<file path="src/hdl/pfr_pkg.sv">
// Shared types and constants for the page framebuffer refresh unit.
`default_nettype none

package pfr_pkg;

   // Frame geometry
   localparam int unsigned WIDTH       = 72;
   localparam int unsigned HEIGHT      = 40;
   localparam int unsigned PAGES       = 5;
   localparam int unsigned STORE_BYTES = WIDTH * PAGES;
   localparam int unsigned ADDR_W      = $clog2(STORE_BYTES);
   localparam int unsigned PAGE_W      = (PAGES > 1) ? $clog2(PAGES) : 1;

   // Per-page stream: three command transfers, then 0x40 and one page row
   localparam int unsigned POS_PAGE_CMD = 1;
   localparam int unsigned POS_COL_LO   = 3;
   localparam int unsigned POS_COL_HI   = 5;
   localparam int unsigned POS_DATA_CTL = 6;
   localparam int unsigned POS_DATA0    = 7;
   localparam int unsigned PAGE_SPAN    = WIDTH + POS_DATA0;
   localparam int unsigned POS_W        = $clog2(PAGE_SPAN);

   localparam int unsigned OFFSET_W     = 7;
   localparam logic [OFFSET_W-1:0] OFFSET_RESET = 7'd28;

   localparam logic [7:0] CTL_COMMAND = 8'h00;
   localparam logic [7:0] CTL_DATA    = 8'h40;
   localparam logic [7:0] CMD_PAGE    = 8'hB0;
   localparam logic [7:0] CMD_COL_LO  = 8'h00;
   localparam logic [7:0] CMD_COL_HI  = 8'h10;
   localparam logic [7:0] NIBBLE_MASK = 8'h0F;

   typedef enum logic [1:0] {
      REQ_PIXEL = 2'd0,
      REQ_CLEAR = 2'd1,
      REQ_FLUSH = 2'd2,
      REQ_TICK  = 2'd3
   } req_kind_type;

   typedef enum logic [1:0] {
      ST_CLEAR,
      ST_IDLE,
      ST_PIX_WR,
      ST_TICK
   } state_type;

   // Frame store address source
   typedef enum logic [1:0] {
      RAM_PORT,
      RAM_FLUSH,
      RAM_PIX,
      RAM_CLR
   } ram_sel_type;

   typedef struct packed {
      logic        capture;
      logic        ram_rd;
      logic        ram_wr;
      ram_sel_type ram_sel;
      logic        wr_zero;
      logic        clr_start;
      logic        clr_step;
      logic        flush_start;
      logic        emit;
   } cmd_type;

   typedef struct packed {
      logic pix_in_view;
      logic clr_done;
      logic busy;
      logic out_free;
   } sts_type;

endpackage

`default_nettype wire

</file>
<file path="src/hdl/page_framebuffer_refresh_unit.sv">
// Top level of the page framebuffer refresh unit: controller, datapath, checks.
//
//  channel | direction | handshake            | payload
//  --------+-----------+----------------------+-----------------------------------------
//  req     | in        | req_valid/req_stall  | type, pixel_x, pixel_y, pixel_on, link_fail
//  rsp     | out       | rsp_valid/rsp_stall  | out_byte, transfer_first/last, frame_last,
//          |           |                      | flush_aborted
//  csr     | in        | csr_valid/csr_ready  | column_offset (always ready)
//
// Flush requests and pixel writes outside the view finish in ST_IDLE; in-view pixel
// writes and every tick go on to ST_PIX_WR or ST_TICK (read then write back / read then
// load, on the single port). A tick during a flush also waits while the result register
// holds an untaken byte. A clear request is taken, then sweeps the store one byte a cycle
// in ST_CLEAR with req_stall high.
// After reset the same clearing pass runs before the first request is taken.
// Reset is synchronous, active high.
`default_nettype none

module page_framebuffer_refresh_unit (
   input  wire logic                         clock,
   input  wire logic                         reset,
   // request channel
   input  wire logic                         req_valid,
   output logic                              req_stall,
   input  wire logic [1:0]                   req_type,
   input  wire logic signed [8:0]            req_pixel_x,
   input  wire logic signed [8:0]            req_pixel_y,
   input  wire logic                         req_pixel_on,
   input  wire logic                         req_link_fail,
   // result channel
   output logic                              rsp_valid,
   input  wire logic                         rsp_stall,
   output logic [7:0]                        rsp_out_byte,
   output logic                              rsp_transfer_first,
   output logic                              rsp_transfer_last,
   output logic                              rsp_frame_last,
   output logic                              rsp_flush_aborted,
   // column offset register
   input  wire logic                         csr_valid,
   output logic                              csr_ready,
   input  wire logic [pfr_pkg::OFFSET_W-1:0] csr_column_offset
);

   import pfr_pkg::*;

   cmd_type   cmd;
   sts_type   sts;
   state_type state;
   logic      csr_wr;

   // Register writes must come only while idle (not enforced); the port never pushes back.
   assign csr_ready = 1'b1;
   assign csr_wr    = csr_valid && csr_ready;

   pfr_ctrl u_ctrl (
      .clock     (clock),
      .reset     (reset),
      .req_valid (req_valid),
      .req_type  (req_type),
      .sts       (sts),
      .req_stall (req_stall),
      .cmd       (cmd),
      .state     (state)
   );

   pfr_dp u_dp (
      .clock              (clock),
      .reset              (reset),
      .cmd                (cmd),
      .sts                (sts),
      .req_pixel_x        (req_pixel_x),
      .req_pixel_y        (req_pixel_y),
      .req_pixel_on       (req_pixel_on),
      .req_link_fail      (req_link_fail),
      .csr_wr             (csr_wr),
      .csr_column_offset  (csr_column_offset),
      .rsp_valid          (rsp_valid),
      .rsp_stall          (rsp_stall),
      .rsp_out_byte       (rsp_out_byte),
      .rsp_transfer_first (rsp_transfer_first),
      .rsp_transfer_last  (rsp_transfer_last),
      .rsp_frame_last     (rsp_frame_last),
      .rsp_flush_aborted  (rsp_flush_aborted)
   );

`ifndef ASSERT_OFF
   // The clearing pass after reset holds off requests.
   a_reset_clears : assert property (@(posedge clock)
      reset |=> (req_stall && (state == ST_CLEAR)))
      else $error("no clearing pass after reset");

   // An aborted flush carries a zero byte and no framing marks.
   a_abort_clean : assert property (@(posedge clock) disable iff (reset)
      (rsp_valid && rsp_flush_aborted) |-> ((rsp_out_byte == 8'h00)
         && !rsp_transfer_first && !rsp_transfer_last && !rsp_frame_last))
      else $error("aborted request carries stream data");

   // The last byte of a flush also closes its data transfer.
   a_frame_last : assert property (@(posedge clock) disable iff (reset)
      (rsp_valid && rsp_frame_last) |-> rsp_transfer_last)
      else $error("frame end without transfer end");

   // A byte never both opens and closes a transfer.
   a_first_last : assert property (@(posedge clock) disable iff (reset)
      rsp_valid |-> !(rsp_transfer_first && rsp_transfer_last))
      else $error("byte marked first and last");

   // A result is loaded only from a tick in progress.
   a_emit_tick : assert property (@(posedge clock) disable iff (reset)
      cmd.emit |-> (state == ST_TICK))
      else $error("result loaded outside tick");
`endif

endmodule

`default_nettype wire

</file>
<file path="src/hdl/pfr_ram.sv">
// Generic single-port RAM with registered read.
`default_nettype none

module pfr_ram #(
   parameter int unsigned DATA_W = 8,
   parameter int unsigned DEPTH  = 256
) (
   input  wire logic                     clock,
   input  wire logic                     wr_en,
   input  wire logic                     rd_en,
   input  wire logic [$clog2(DEPTH)-1:0] addr,
   input  wire logic [DATA_W-1:0]        wdata,
   output logic      [DATA_W-1:0]        rdata
);

   logic [DATA_W-1:0] mem_ff [DEPTH];
   logic [DATA_W-1:0] rdata_ff;

   always_ff @(posedge clock) begin
      if (wr_en) begin
         mem_ff[addr] <= wdata;
      end
      if (rd_en) begin
         rdata_ff <= mem_ff[addr];
      end
   end

   assign rdata = rdata_ff;

endmodule

`default_nettype wire

</file>
<file path="src/hdl/pfr_ctrl.sv">
// Sequencing state machine for the page framebuffer refresh unit.
`default_nettype none

module pfr_ctrl (
   input  wire logic             clock,
   input  wire logic             reset,
   input  wire logic             req_valid,
   input  wire logic [1:0]       req_type,
   input  wire pfr_pkg::sts_type sts,
   output logic                  req_stall,
   output pfr_pkg::cmd_type      cmd,
   output pfr_pkg::state_type    state
);

   import pfr_pkg::*;

   state_type    state_ff;
   state_type    state_in;
   req_kind_type kind;
   logic         accept;

   assign kind   = req_kind_type'(req_type);
   assign accept = req_valid && (state_ff == ST_IDLE);

   always_ff @(posedge clock) begin
      if (reset) begin
         state_ff <= ST_CLEAR;
      end else begin
         state_ff <= state_in;
      end
   end

   always_comb begin
      state_in = state_ff;
      unique case (state_ff)
         ST_CLEAR: begin
            if (sts.clr_done) begin
               state_in = ST_IDLE;
            end
         end
         ST_IDLE: begin
            if (req_valid) begin
               unique case (kind)
                  REQ_PIXEL: state_in = sts.pix_in_view ? ST_PIX_WR : ST_IDLE;
                  REQ_CLEAR: state_in = ST_CLEAR;
                  REQ_FLUSH: state_in = ST_IDLE;
                  REQ_TICK:  state_in = ST_TICK;
                  default:   state_in = ST_IDLE;
               endcase
            end
         end
         ST_PIX_WR: state_in = ST_IDLE;
         ST_TICK: begin
            if (!sts.busy || sts.out_free) begin
               state_in = ST_IDLE;
            end
         end
         default: state_in = ST_CLEAR;
      endcase
   end

   always_comb begin
      cmd         = '0;
      cmd.ram_sel = RAM_PORT;
      unique case (state_ff)
         ST_CLEAR: begin
            cmd.ram_wr   = 1'b1;
            cmd.ram_sel  = RAM_CLR;
            cmd.wr_zero  = 1'b1;
            cmd.clr_step = 1'b1;
         end
         ST_IDLE: begin
            cmd.capture = accept;
            if (accept) begin
               unique case (kind)
                  REQ_PIXEL: begin
                     cmd.ram_rd  = sts.pix_in_view;
                     cmd.ram_sel = RAM_PORT;
                  end
                  REQ_CLEAR: cmd.clr_start   = 1'b1;
                  REQ_FLUSH: cmd.flush_start = 1'b1;
                  REQ_TICK: begin
                     cmd.ram_rd  = 1'b1;
                     cmd.ram_sel = RAM_FLUSH;
                  end
                  default: cmd.capture = 1'b1;
               endcase
            end
         end
         ST_PIX_WR: begin
            cmd.ram_wr  = 1'b1;
            cmd.ram_sel = RAM_PIX;
         end
         ST_TICK: cmd.emit = sts.busy && sts.out_free;
         default: cmd = '0;
      endcase
   end

   assign req_stall = (state_ff != ST_IDLE);
   assign state     = state_ff;

endmodule

`default_nettype wire

</file>
<file path="src/hdl/pfr_dp.sv">
// Datapath: frame store, refresh counters, byte generation and result register.
`default_nettype none

module pfr_dp (
   input  wire logic                           clock,
   input  wire logic                           reset,
   input  wire pfr_pkg::cmd_type               cmd,
   output pfr_pkg::sts_type                    sts,
   input  wire logic signed [8:0]              req_pixel_x,
   input  wire logic signed [8:0]              req_pixel_y,
   input  wire logic                           req_pixel_on,
   input  wire logic                           req_link_fail,
   input  wire logic                           csr_wr,
   input  wire logic [pfr_pkg::OFFSET_W-1:0]   csr_column_offset,
   output logic                                rsp_valid,
   input  wire logic                           rsp_stall,
   output logic      [7:0]                     rsp_out_byte,
   output logic                                rsp_transfer_first,
   output logic                                rsp_transfer_last,
   output logic                                rsp_frame_last,
   output logic                                rsp_flush_aborted
);

   import pfr_pkg::*;

   localparam logic [POS_W-1:0]  LAST_POS  = POS_W'(PAGE_SPAN - 1);
   localparam logic [PAGE_W-1:0] LAST_PAGE = PAGE_W'(PAGES - 1);
   localparam logic [ADDR_W-1:0] LAST_ADDR = ADDR_W'(STORE_BYTES - 1);

   logic [OFFSET_W-1:0] column_offset_ff;
   logic                busy_ff, busy_in;
   logic [PAGE_W-1:0]   page_ff, page_in;
   logic [POS_W-1:0]    pos_ff, pos_in;
   logic [ADDR_W-1:0]   clr_addr_ff;
   logic [ADDR_W-1:0]   pix_addr_ff;
   logic [2:0]          pix_bit_ff;
   logic                pix_on_ff;
   logic                link_fail_ff;

   logic                out_valid_ff;
   logic [7:0]          out_byte_ff;
   logic                out_first_ff, out_last_ff, out_flast_ff, out_abort_ff;

   logic [7:0]          x_val, y_val;
   logic                in_view;
   logic [ADDR_W-1:0]   port_addr, flush_addr, ram_addr;
   logic [7:0]          ram_wdata, ram_rdata, bit_mask;
   logic                data_phase;
   logic [7:0]          byte_w;
   logic                first_w, last_w, flast_w;

   // Pixel address straight from the request ports
   assign x_val     = req_pixel_x[7:0];
   assign y_val     = req_pixel_y[7:0];
   assign in_view   = !req_pixel_x[8] && !req_pixel_y[8]
                      && (32'(x_val) < WIDTH) && (32'(y_val) < HEIGHT);
   assign port_addr = ADDR_W'(32'(y_val[7:3]) * WIDTH + 32'(x_val));

   assign data_phase = (32'(pos_ff) >= POS_DATA0);
   assign flush_addr = data_phase
                     ? ADDR_W'(32'(page_ff) * WIDTH + 32'(pos_ff) - POS_DATA0)
                     : '0;

   always_comb begin
      unique case (cmd.ram_sel)
         RAM_PORT:  ram_addr = port_addr;
         RAM_FLUSH: ram_addr = flush_addr;
         RAM_PIX:   ram_addr = pix_addr_ff;
         RAM_CLR:   ram_addr = clr_addr_ff;
         default:   ram_addr = clr_addr_ff;
      endcase
   end

   assign bit_mask  = 8'(1) << pix_bit_ff;
   assign ram_wdata = cmd.wr_zero ? 8'h00
                    : (pix_on_ff ? (ram_rdata | bit_mask) : (ram_rdata & ~bit_mask));

   pfr_ram #(
      .DATA_W (8),
      .DEPTH  (STORE_BYTES)
   ) u_store (
      .clock (clock),
      .wr_en (cmd.ram_wr),
      .rd_en (cmd.ram_rd),
      .addr  (ram_addr),
      .wdata (ram_wdata),
      .rdata (ram_rdata)
   );

   // Next stream byte
   always_comb begin
      byte_w  = CTL_COMMAND;
      first_w = 1'b0;
      last_w  = 1'b0;
      flast_w = 1'b0;
      priority if (32'(pos_ff) < POS_DATA_CTL) begin
         if (!pos_ff[0]) begin
            byte_w  = CTL_COMMAND;
            first_w = 1'b1;
         end else begin
            last_w = 1'b1;
            priority if (32'(pos_ff) == POS_PAGE_CMD) begin
               byte_w = CMD_PAGE | 8'(page_ff);
            end else if (32'(pos_ff) == POS_COL_LO) begin
               byte_w = CMD_COL_LO | (8'(column_offset_ff) & NIBBLE_MASK);
            end else begin
               byte_w = CMD_COL_HI | 8'(column_offset_ff[OFFSET_W-1:4]);
            end
         end
      end else if (32'(pos_ff) == POS_DATA_CTL) begin
         byte_w  = CTL_DATA;
         first_w = 1'b1;
      end else begin
         byte_w = ram_rdata;
         if (pos_ff == LAST_POS) begin
            last_w  = 1'b1;
            flast_w = (page_ff == LAST_PAGE);
         end
      end
   end

   // Refresh counters
   always_comb begin
      busy_in = busy_ff;
      page_in = page_ff;
      pos_in  = pos_ff;
      priority if (cmd.flush_start && !busy_ff) begin
         busy_in = 1'b1;
         page_in = '0;
         pos_in  = '0;
      end else if (cmd.emit && link_fail_ff) begin
         busy_in = 1'b0;
         page_in = '0;
         pos_in  = '0;
      end else if (cmd.emit) begin
         if (pos_ff == LAST_POS) begin
            pos_in = '0;
            if (page_ff == LAST_PAGE) begin
               page_in = '0;
               busy_in = 1'b0;
            end else begin
               page_in = page_ff + 1'b1;
            end
         end else begin
            pos_in = pos_ff + 1'b1;
         end
      end
   end

   always_ff @(posedge clock) begin
      if (reset) begin
         column_offset_ff <= OFFSET_RESET;
         busy_ff          <= 1'b0;
         page_ff          <= '0;
         pos_ff           <= '0;
         clr_addr_ff      <= '0;
         out_valid_ff     <= 1'b0;
      end else begin
         if (csr_wr) begin
            column_offset_ff <= csr_column_offset;
         end
         busy_ff <= busy_in;
         page_ff <= page_in;
         pos_ff  <= pos_in;
         if (cmd.clr_start) begin
            clr_addr_ff <= '0;
         end else if (cmd.clr_step) begin
            clr_addr_ff <= (clr_addr_ff == LAST_ADDR) ? '0 : clr_addr_ff + 1'b1;
         end
         if (cmd.emit) begin
            out_valid_ff <= 1'b1;
         end else if (!rsp_stall) begin
            out_valid_ff <= 1'b0;
         end
      end
   end

   // Payload registers
   always_ff @(posedge clock) begin
      if (cmd.capture) begin
         pix_addr_ff  <= port_addr;
         pix_bit_ff   <= y_val[2:0];
         pix_on_ff    <= req_pixel_on;
         link_fail_ff <= req_link_fail;
      end
      if (cmd.emit) begin
         out_byte_ff  <= link_fail_ff ? 8'h00 : byte_w;
         out_first_ff <= !link_fail_ff && first_w;
         out_last_ff  <= !link_fail_ff && last_w;
         out_flast_ff <= !link_fail_ff && flast_w;
         out_abort_ff <= link_fail_ff;
      end
   end

   assign sts.pix_in_view = in_view;
   assign sts.clr_done    = (clr_addr_ff == LAST_ADDR);
   assign sts.busy        = busy_ff;
   assign sts.out_free    = !out_valid_ff || !rsp_stall;

   assign rsp_valid          = out_valid_ff;
   assign rsp_out_byte       = out_byte_ff;
   assign rsp_transfer_first = out_first_ff;
   assign rsp_transfer_last  = out_last_ff;
   assign rsp_frame_last     = out_flast_ff;
   assign rsp_flush_aborted  = out_abort_ff;

endmodule

`default_nettype wire

</file>
<file path="config.mk">
export PLATFORM = sky130hd
export DESIGN_NAME = page_framebuffer_refresh_unit
export DESIGN_NICKNAME = d
export VERILOG_FILES = /design/src/hdl/pfr_pkg.sv /design/src/hdl/page_framebuffer_refresh_unit.sv /design/src/hdl/pfr_ram.sv /design/src/hdl/pfr_ctrl.sv /design/src/hdl/pfr_dp.sv
export SDC_FILE = /design/constraint.sdc
export NUM_CORES = 2
export LEC_CHECK = 0
export ABC_CLOCK_PERIOD_IN_PS = 14600
export BUFFER_PORTS_ARGS = -buffer_cell sky130_fd_sc_hd__clkbuf_2
export CELL_PAD_IN_SITES_DETAIL_PLACEMENT = 2
export CELL_PAD_IN_SITES_GLOBAL_PLACEMENT = 2
export CORE_MARGIN = 2
export CORE_UTILIZATION = 45
export CTS_CLUSTER_DIAMETER = 50
export CTS_CLUSTER_SIZE = 24
export DETAILED_ROUTE_END_ITERATION = 12
export GPL_ROUTABILITY_DRIVEN = 0
export PLACE_DENSITY = 0.75
export SLEW_MARGIN = 15
export SYNTH_ARGS = -nofsm -noshare
export SYNTH_HDL_FRONTEND = slang
export SYNTH_SLANG_ARGS = --single-unit
export TNS_END_PERCENT = 30
</file>
<file path="constraint.sdc">
create_clock -name clock -period 14.6 [get_ports clock]
set_input_delay 0.73 -clock clock [delete_from_list [all_inputs] [get_ports clock]]
set_output_delay 0.73 -clock clock [all_outputs]
set_load 0.05 [all_outputs]
</file>
After elaboration in Yosys (flattened, before gate mapping)
Memories as Yosys holds them, arrays and structs flattened. A register that Yosys moved wholly into a read port is not among the register bits.
Cells that the tools add are included.
- register bits: 56
- bits in writable memories: 2880
- bits of input ports: 34
- output and inout bits: 15
- word-level logic and storage cells: 135
- memories: 1
- memory list (name ; words ; width ; read ports ; clocked after memory_dff ; wr ports ; RTL line ; text):
    u_dp.u_store.mem_ff ; 360 ; 8 ; 1 ; 1 ; 1 ; pfr_ram.sv:16 ; logic [DATA_W-1:0] mem_ff [DEPTH];
- add/sub/neg operators: 6
- multipliers: 2
- magnitude comparators: 4
- eq/ne operators: 20
- shifts and indexed selects: 1
- mux-type cells: 52
- bitwise operators: 3
- reductions and logical operators: 30
- operators by type and width (operator ; number):
    8-bit 2-to-1 mux ; 6
    9-bit case mux with 4 select lines ; 1
    1-bit 2-to-1 mux ; 29
    9-bit 2-to-1 mux ; 2
    2-bit case mux with 4 select lines ; 2
    2-bit 2-to-1 mux ; 7
    2-bit equality test (second input constant) ; 6
    1-bit logical AND ; 10
    9-bit by 1-bit adder with 9-bit output (second input constant) ; 1
    9-bit by 7-bit adder with 9-bit output ; 1
    9-bit by 8-bit adder with 9-bit output ; 1
    9-bit equality test (second input constant) ; 1
    3-bit nonzero test ; 3
    9-bit by 3-bit subtractor with 9-bit output (second input constant) ; 1
    8-bit AND ; 1
    8-bit by 6-bit less-than comparator with 1-bit output (second input constant) ; 1
    8-bit by 7-bit less-than comparator with 1-bit output (second input constant) ; 1
    8-bit NOT ; 1
    8-bit OR ; 1
    1-bit by 3-bit left shift with 8-bit output (first input constant) ; 1
    7-bit by 1-bit adder with 7-bit output (second input constant) ; 1
    7-bit by 1-bit equality test with 1-bit output (second input constant) ; 1
    7-bit by 2-bit equality test with 1-bit output (second input constant) ; 1
    7-bit by 3-bit equality test with 1-bit output (second input constant) ; 1
    other kinds (22) ; 37

Longest topological paths before layout
- depth after elaboration: 8
- gate-level depth with buffers: 17
- gate-level depth less buffers: 14

Cells and area by module
Synthesis repeated with hierarchy kept, for this count alone.
- cells, all modules: 5610
- area total of the unflattened synthesis: 114951.5 um^2
- modules (own cells, without submodules) (module ; instances ; cells an instance ; area an instance (um^2) ; sequential area each (um^2)):
    pfr_ram ; 1 ; 5207 ; 111374.3 ; 86723.2
    pfr_dp ; 1 ; 368 ; 3314.4 ; 1341.3
    pfr_ctrl ; 1 ; 33 ; 251.5 ; 40.0
    page_framebuffer_refresh_unit ; 1 ; 2 ; 11.3 ; 0.0

Least setup slack after synthesis
OpenSTA, ideal clock, no wires.
- path kind: reg2reg
- start: register u_ctrl.state_ff[0] (netlist: u_ctrl.state[0])
- end: memory u_dp.u_store.mem_ff[0][0] (data pin)
- library setup time: 1.871 ns
- data arrival time: 9.734 ns
- data required time: 12.729 ns
- slack: 2.995 ns
- stages on the path, launching flop included: 7
- buffers on the path: 4
- clock period less this slack: 11.605 ns
- path through: dfxtp_1 > buf_2 > buf_2 > clkbuf_1 > nor2_1 > clkbuf_1 > nor2_1
- cells in the longest elaborated chain, start to end: 3
- ends and longest elaborated chain (what ; RTL line ; text):
    start: declaration ; pfr_ctrl.sv:17 ; state_type state_ff;
    start signal: assignment ; pfr_ctrl.sv:29 ; state_ff <= state_in;
    2-bit zero test ; pfr_ctrl.sv:65 ; unique case (state_ff)
    1-bit 2-to-1 mux ; pfr_ctrl.sv:65 ;
    8-bit 2-to-1 mux ; pfr_dp.sv:75 ; assign ram_wdata = cmd.wr_zero ? 8'h00
    net u_dp.ram_wdata[0] ; pfr_dp.sv:47 ; logic [7:0] ram_wdata, ram_rdata, bit_mask;
    end: declaration ; pfr_ram.sv:16 ;
The timed path passes the listed nets, and every way through them passes these cells.

Worst setup path after layout
- start: register u_ctrl.state_ff[1] (netlist: u_ctrl.state[1])
- end: register u_dp.u_store.rdata_ff[7] (netlist: u_dp.u_store.rdata[7]), read port of u_dp.u_store.mem_ff (data pin)
- cells in the longest elaborated chain, start to end: 6
- elaborated cells between the ends (all ways): 13
- classes of those cells: eq/ne: 5; mux: 5; reduce/logical: 3
- ends and longest elaborated chain (what ; RTL line ; text):
    2-bit by 1-bit equality test with 1-bit output ; pfr_ctrl.sv:23, pfr_ctrl.sv:65 ;
    1-bit logical AND ; pfr_ctrl.sv:23 ; assign accept = req_valid && (state_ff == ST_IDLE);
    2-bit 2-to-1 mux ; pfr_ctrl.sv:74 ; if (accept) begin
    2-bit case mux with 3 select lines ; pfr_ctrl.sv:65 ;
    2-bit equality test (tied with other cells) ; pfr_dp.sv:65 ; unique case (cmd.ram_sel)
    9-bit case mux with 4 select lines ; pfr_dp.sv:65 ;
    end: declaration ; pfr_ram.sv:17 ; logic [DATA_W-1:0] rdata_ff;
Several ways; a longest one is shown, not always the timed one.
A chain may end at the register's enable or synchronous reset.

==> results_dict.tcl <==
set metrics [dict create \
    path_clk_slew_ps 70 \
    powerDensity_mw_per_mm2 143.6 \
    synth.cell_area_mm2 0.1181 \
    n_fill_cell 23780 \
    crit_fanout 41 \
    totalWireLength_mm 508.0 \
    finalWorstSetupSlack_ps 7024 \
    num-nets-final 8045 \
    boundaryPins 49 \
    cts-buffers-inserted 321 \
    cts_setup_buffers 0 \
    placed_area_mm2 0.1224 \
    routed_via_density 6.906 \
    synth_edf_count 2914 \
    p_int_mw 14.26 \
    syn_inst 7945 \
    slew_viol_final 6 \
    start_util 0.4512 \
    root_buffer "clkbuf_16" \
    swShare 0.2570 \
    skew_ps 98.30 \
    dp_hpwl_mm 287.1 \
    critPathArrivalTime_ps 8190 \
    fin_hold_ws_ps 38.84 \
    worstPathRequired_ps 15210 \
    power.leakage_nw 45.36 \
    r2r_cells 13 \
    finalCritPeriodShare 0.5189 \
    die_h_um 516.4 \
    hold_path_depth 1 \
    clock_latency_ps 950 \
    totalPowerFinal_mw 19.20 \
    pwr-share-clk 0.462 \
    ys_seq_elements 2944 \
    final_cell_mix "2,914 x edfxtp_1, 1,535 x nand2_1, 530 x nand3_1" \
    cts_resized 0 \
    peakVddDrop_mv 0.1085 \
    drt_iter0_markers 12410 \
    p_seq_frac 0.477 \
    grt_max_degree 170 \
    grt_pass1_wl_mm 698.2 \
    status "finished with violations" \
    finalHoldViolations 0 \
    port_buffers 47 \
    max_freq_mhz 132.0 \
    dp_slack_ps 7175 \
    grt_pass1_vias 85230 \
    area_delta_synth_final_pct 13.14 \
    clockBufferDepth 4 \
    synth_nets 8008 \
    worst_pin_slew_ps 1567 \
    cts_tree "yes" \
    crit_type "reg2reg" \
    cp-end-kind "flop" \
    synth_ff_type "edfxtp_1" \
    num_rows 188 \
    relSlewSlack -0.05864 \
    p_switching_mw 4.933 \
    avgRoutedWirePerCell_um 43.12 \
    combPwrFrac 0.061 \
    yosysUniqueCellTypes 90 \
    hp-class "in2reg" \
    netlist_top_cells_area "edfxtp_1 74%, nand2_1 4.9%, mux2i_1 3.2%" \
    fin_crit_ps 7576 \
    cts.sinks 2944 \
    drive_gt1_frac 0.1277 \
    antenna_found_initial 53 \
    layout_commonest_cell "edfxtp_1" \
    via_count 81360 \
    die_area_mm2 0.2666 \
    synth.top_cell.area_share 0.7407 \
    htreeDepth 5 \
    grt_usage 0.3753 \
    rsz0062_at_grt "false" \
    remaining_drc_errors 0 \
    design_area_mm2 0.1337 \
    yosysTopAreaCell "edfxtp_1" \
    tns_ps 0 \
    fp.dieW_um 516.4 \
    failed_checks "max-capacitance violations, max-slew violations" \
    first_pass_iters 6 \
    finalSetupViolations 0 \
    startpoint_type "flop" \
    synth-seq-area-share 0.7458 \
    synth-async-reset-ratio 0 \
    overflow 0 \
    drv_cap 4 \
    syn_avg_cell_area_um2 14.87 \
    fp.coreArea_mm2 0.2618 \
    synth_warnings 0 \
    detail-route-antenna-nets 0 \
]
registers in the layout (all words and copies together) (netlist names):
signal                   count
u_dp.pix_bit_ff              3
u_dp.rsp_transfer_last       1
u_dp.clr_addr_ff             9
u_dp.pix_on_ff               1
u_dp.rsp_frame_last          1
u_dp.rsp_transfer_first      1
u_dp.rsp_out_byte            8
u_dp.column_offset_ff        7
u_dp.u_store.mem_ff       2880
u_dp.rsp_flush_aborted       1
u_dp.page_ff                 3
u_dp.link_fail_ff            1
u_dp.pix_addr_ff             9
u_dp.pos_ff                  7
u_dp.busy_ff                 1
u_dp.rsp_valid               1
u_ctrl.state                 2
u_dp.u_store.rdata           8
worst max-delay path, cell delays in order (launching register included):
cell       delay, ps
dfxtp_1          770
nand3b_1         540
nand3b_1         470
a22oi_2          460
buf_4            460
buf_4            490
buf_4            630
nand2_1          720
o21ai_0          360
a31oi_1          180
a2111oi_0       1090
a31oi_1          180
o31ai_1          740
nand4_1          180
per-stage QoR:
stage	utilization	std cells
global placement	0.4671	11170
global route	0.5103	11760
CTS	0.5100	11760
floorplan	-	7945
finish	0.5105	11780
detailed placement	0.4674	11170
kinds of logic after synthesis:
group / share of synthesized area
fa+ha+maj: 0.003135
flops: 0.7458
xor+xnor: 0.001409
other cells: 0.00003174
simple gates: 0.1030
compound gates: 0.06145
buf+inv: 0.02326
mux: 0.06190
power by group through the flow:
stage | clock network (mW) | logic [mW] | registers [mW]
after floorplan | 0 | 0.635 | 9.34
after global placement | 0 | 1.05 | 9.34
after detailed placement | 0 | 1.10 | 9.34
after CTS | 8.89 | 1.14 | 9.15
after global routing | 9.12 | 1.19 | 9.15
final | 8.86 | 1.18 | 9.15
final timing paths:
check	slack (ps)	startpoint	end
setup / recovery	7020	u_ctrl.state[1]	u_dp.u_store.rdata[7]
hold / removal	40	req_pixel_y[1]	u_dp.pix_bit_ff[1]
hold reg to reg	530	u_dp.rsp_valid	u_dp.rsp_valid
setup reg to reg	7020	u_ctrl.state[1]	u_dp.u_store.rdata[7]
metal layers:
layer  vias to the layer above  GRT usage  wire (um)  part of all wire
li1                      30650          -          -                 -
met1                     42460     0.4650     179800              0.35
met2                      6447     0.5862     233600              0.46
met3                      1769    0.09472      56250              0.11
met4                        36     0.2455      38110             0.075
met5                         -          0        256           0.00050
cell type report:
cell class / count / area [um^2] / share of cell area
clock buffers: 353 / 8387 / 0.06275
flip-flops and latches: 2944 / 88100 / 0.6592
well taps: 3515 / 4398 / 0.03290
multi-input cells: 4420 / 27810 / 0.2081
clock inverters: 231 / 2734 / 0.02045
diodes: 22 / 55.05 / 0.0004119
inverters: 50 / 187.7 / 0.001404
repair buffers: 245 / 1986 / 0.01486
repair_timing:
action,CTS,global route
endpoints found under the setup margin,0,0
hold buffers,2,0
endpoints found under the hold margin,2,0
cells in the mapped netlist (all sizes together) (57+ instances only):
cell and n:
edfxtp 2914, mux4 151, buf 350, mux2i 375, nand3 542, nand2 1543
a21oi 159, a32oi 128, nand4 89, a2111oi 57, and3 67, clkbuf 181
nor2 480, a31oi 126
No activity file was read; power rests on OpenSTA's default activity.
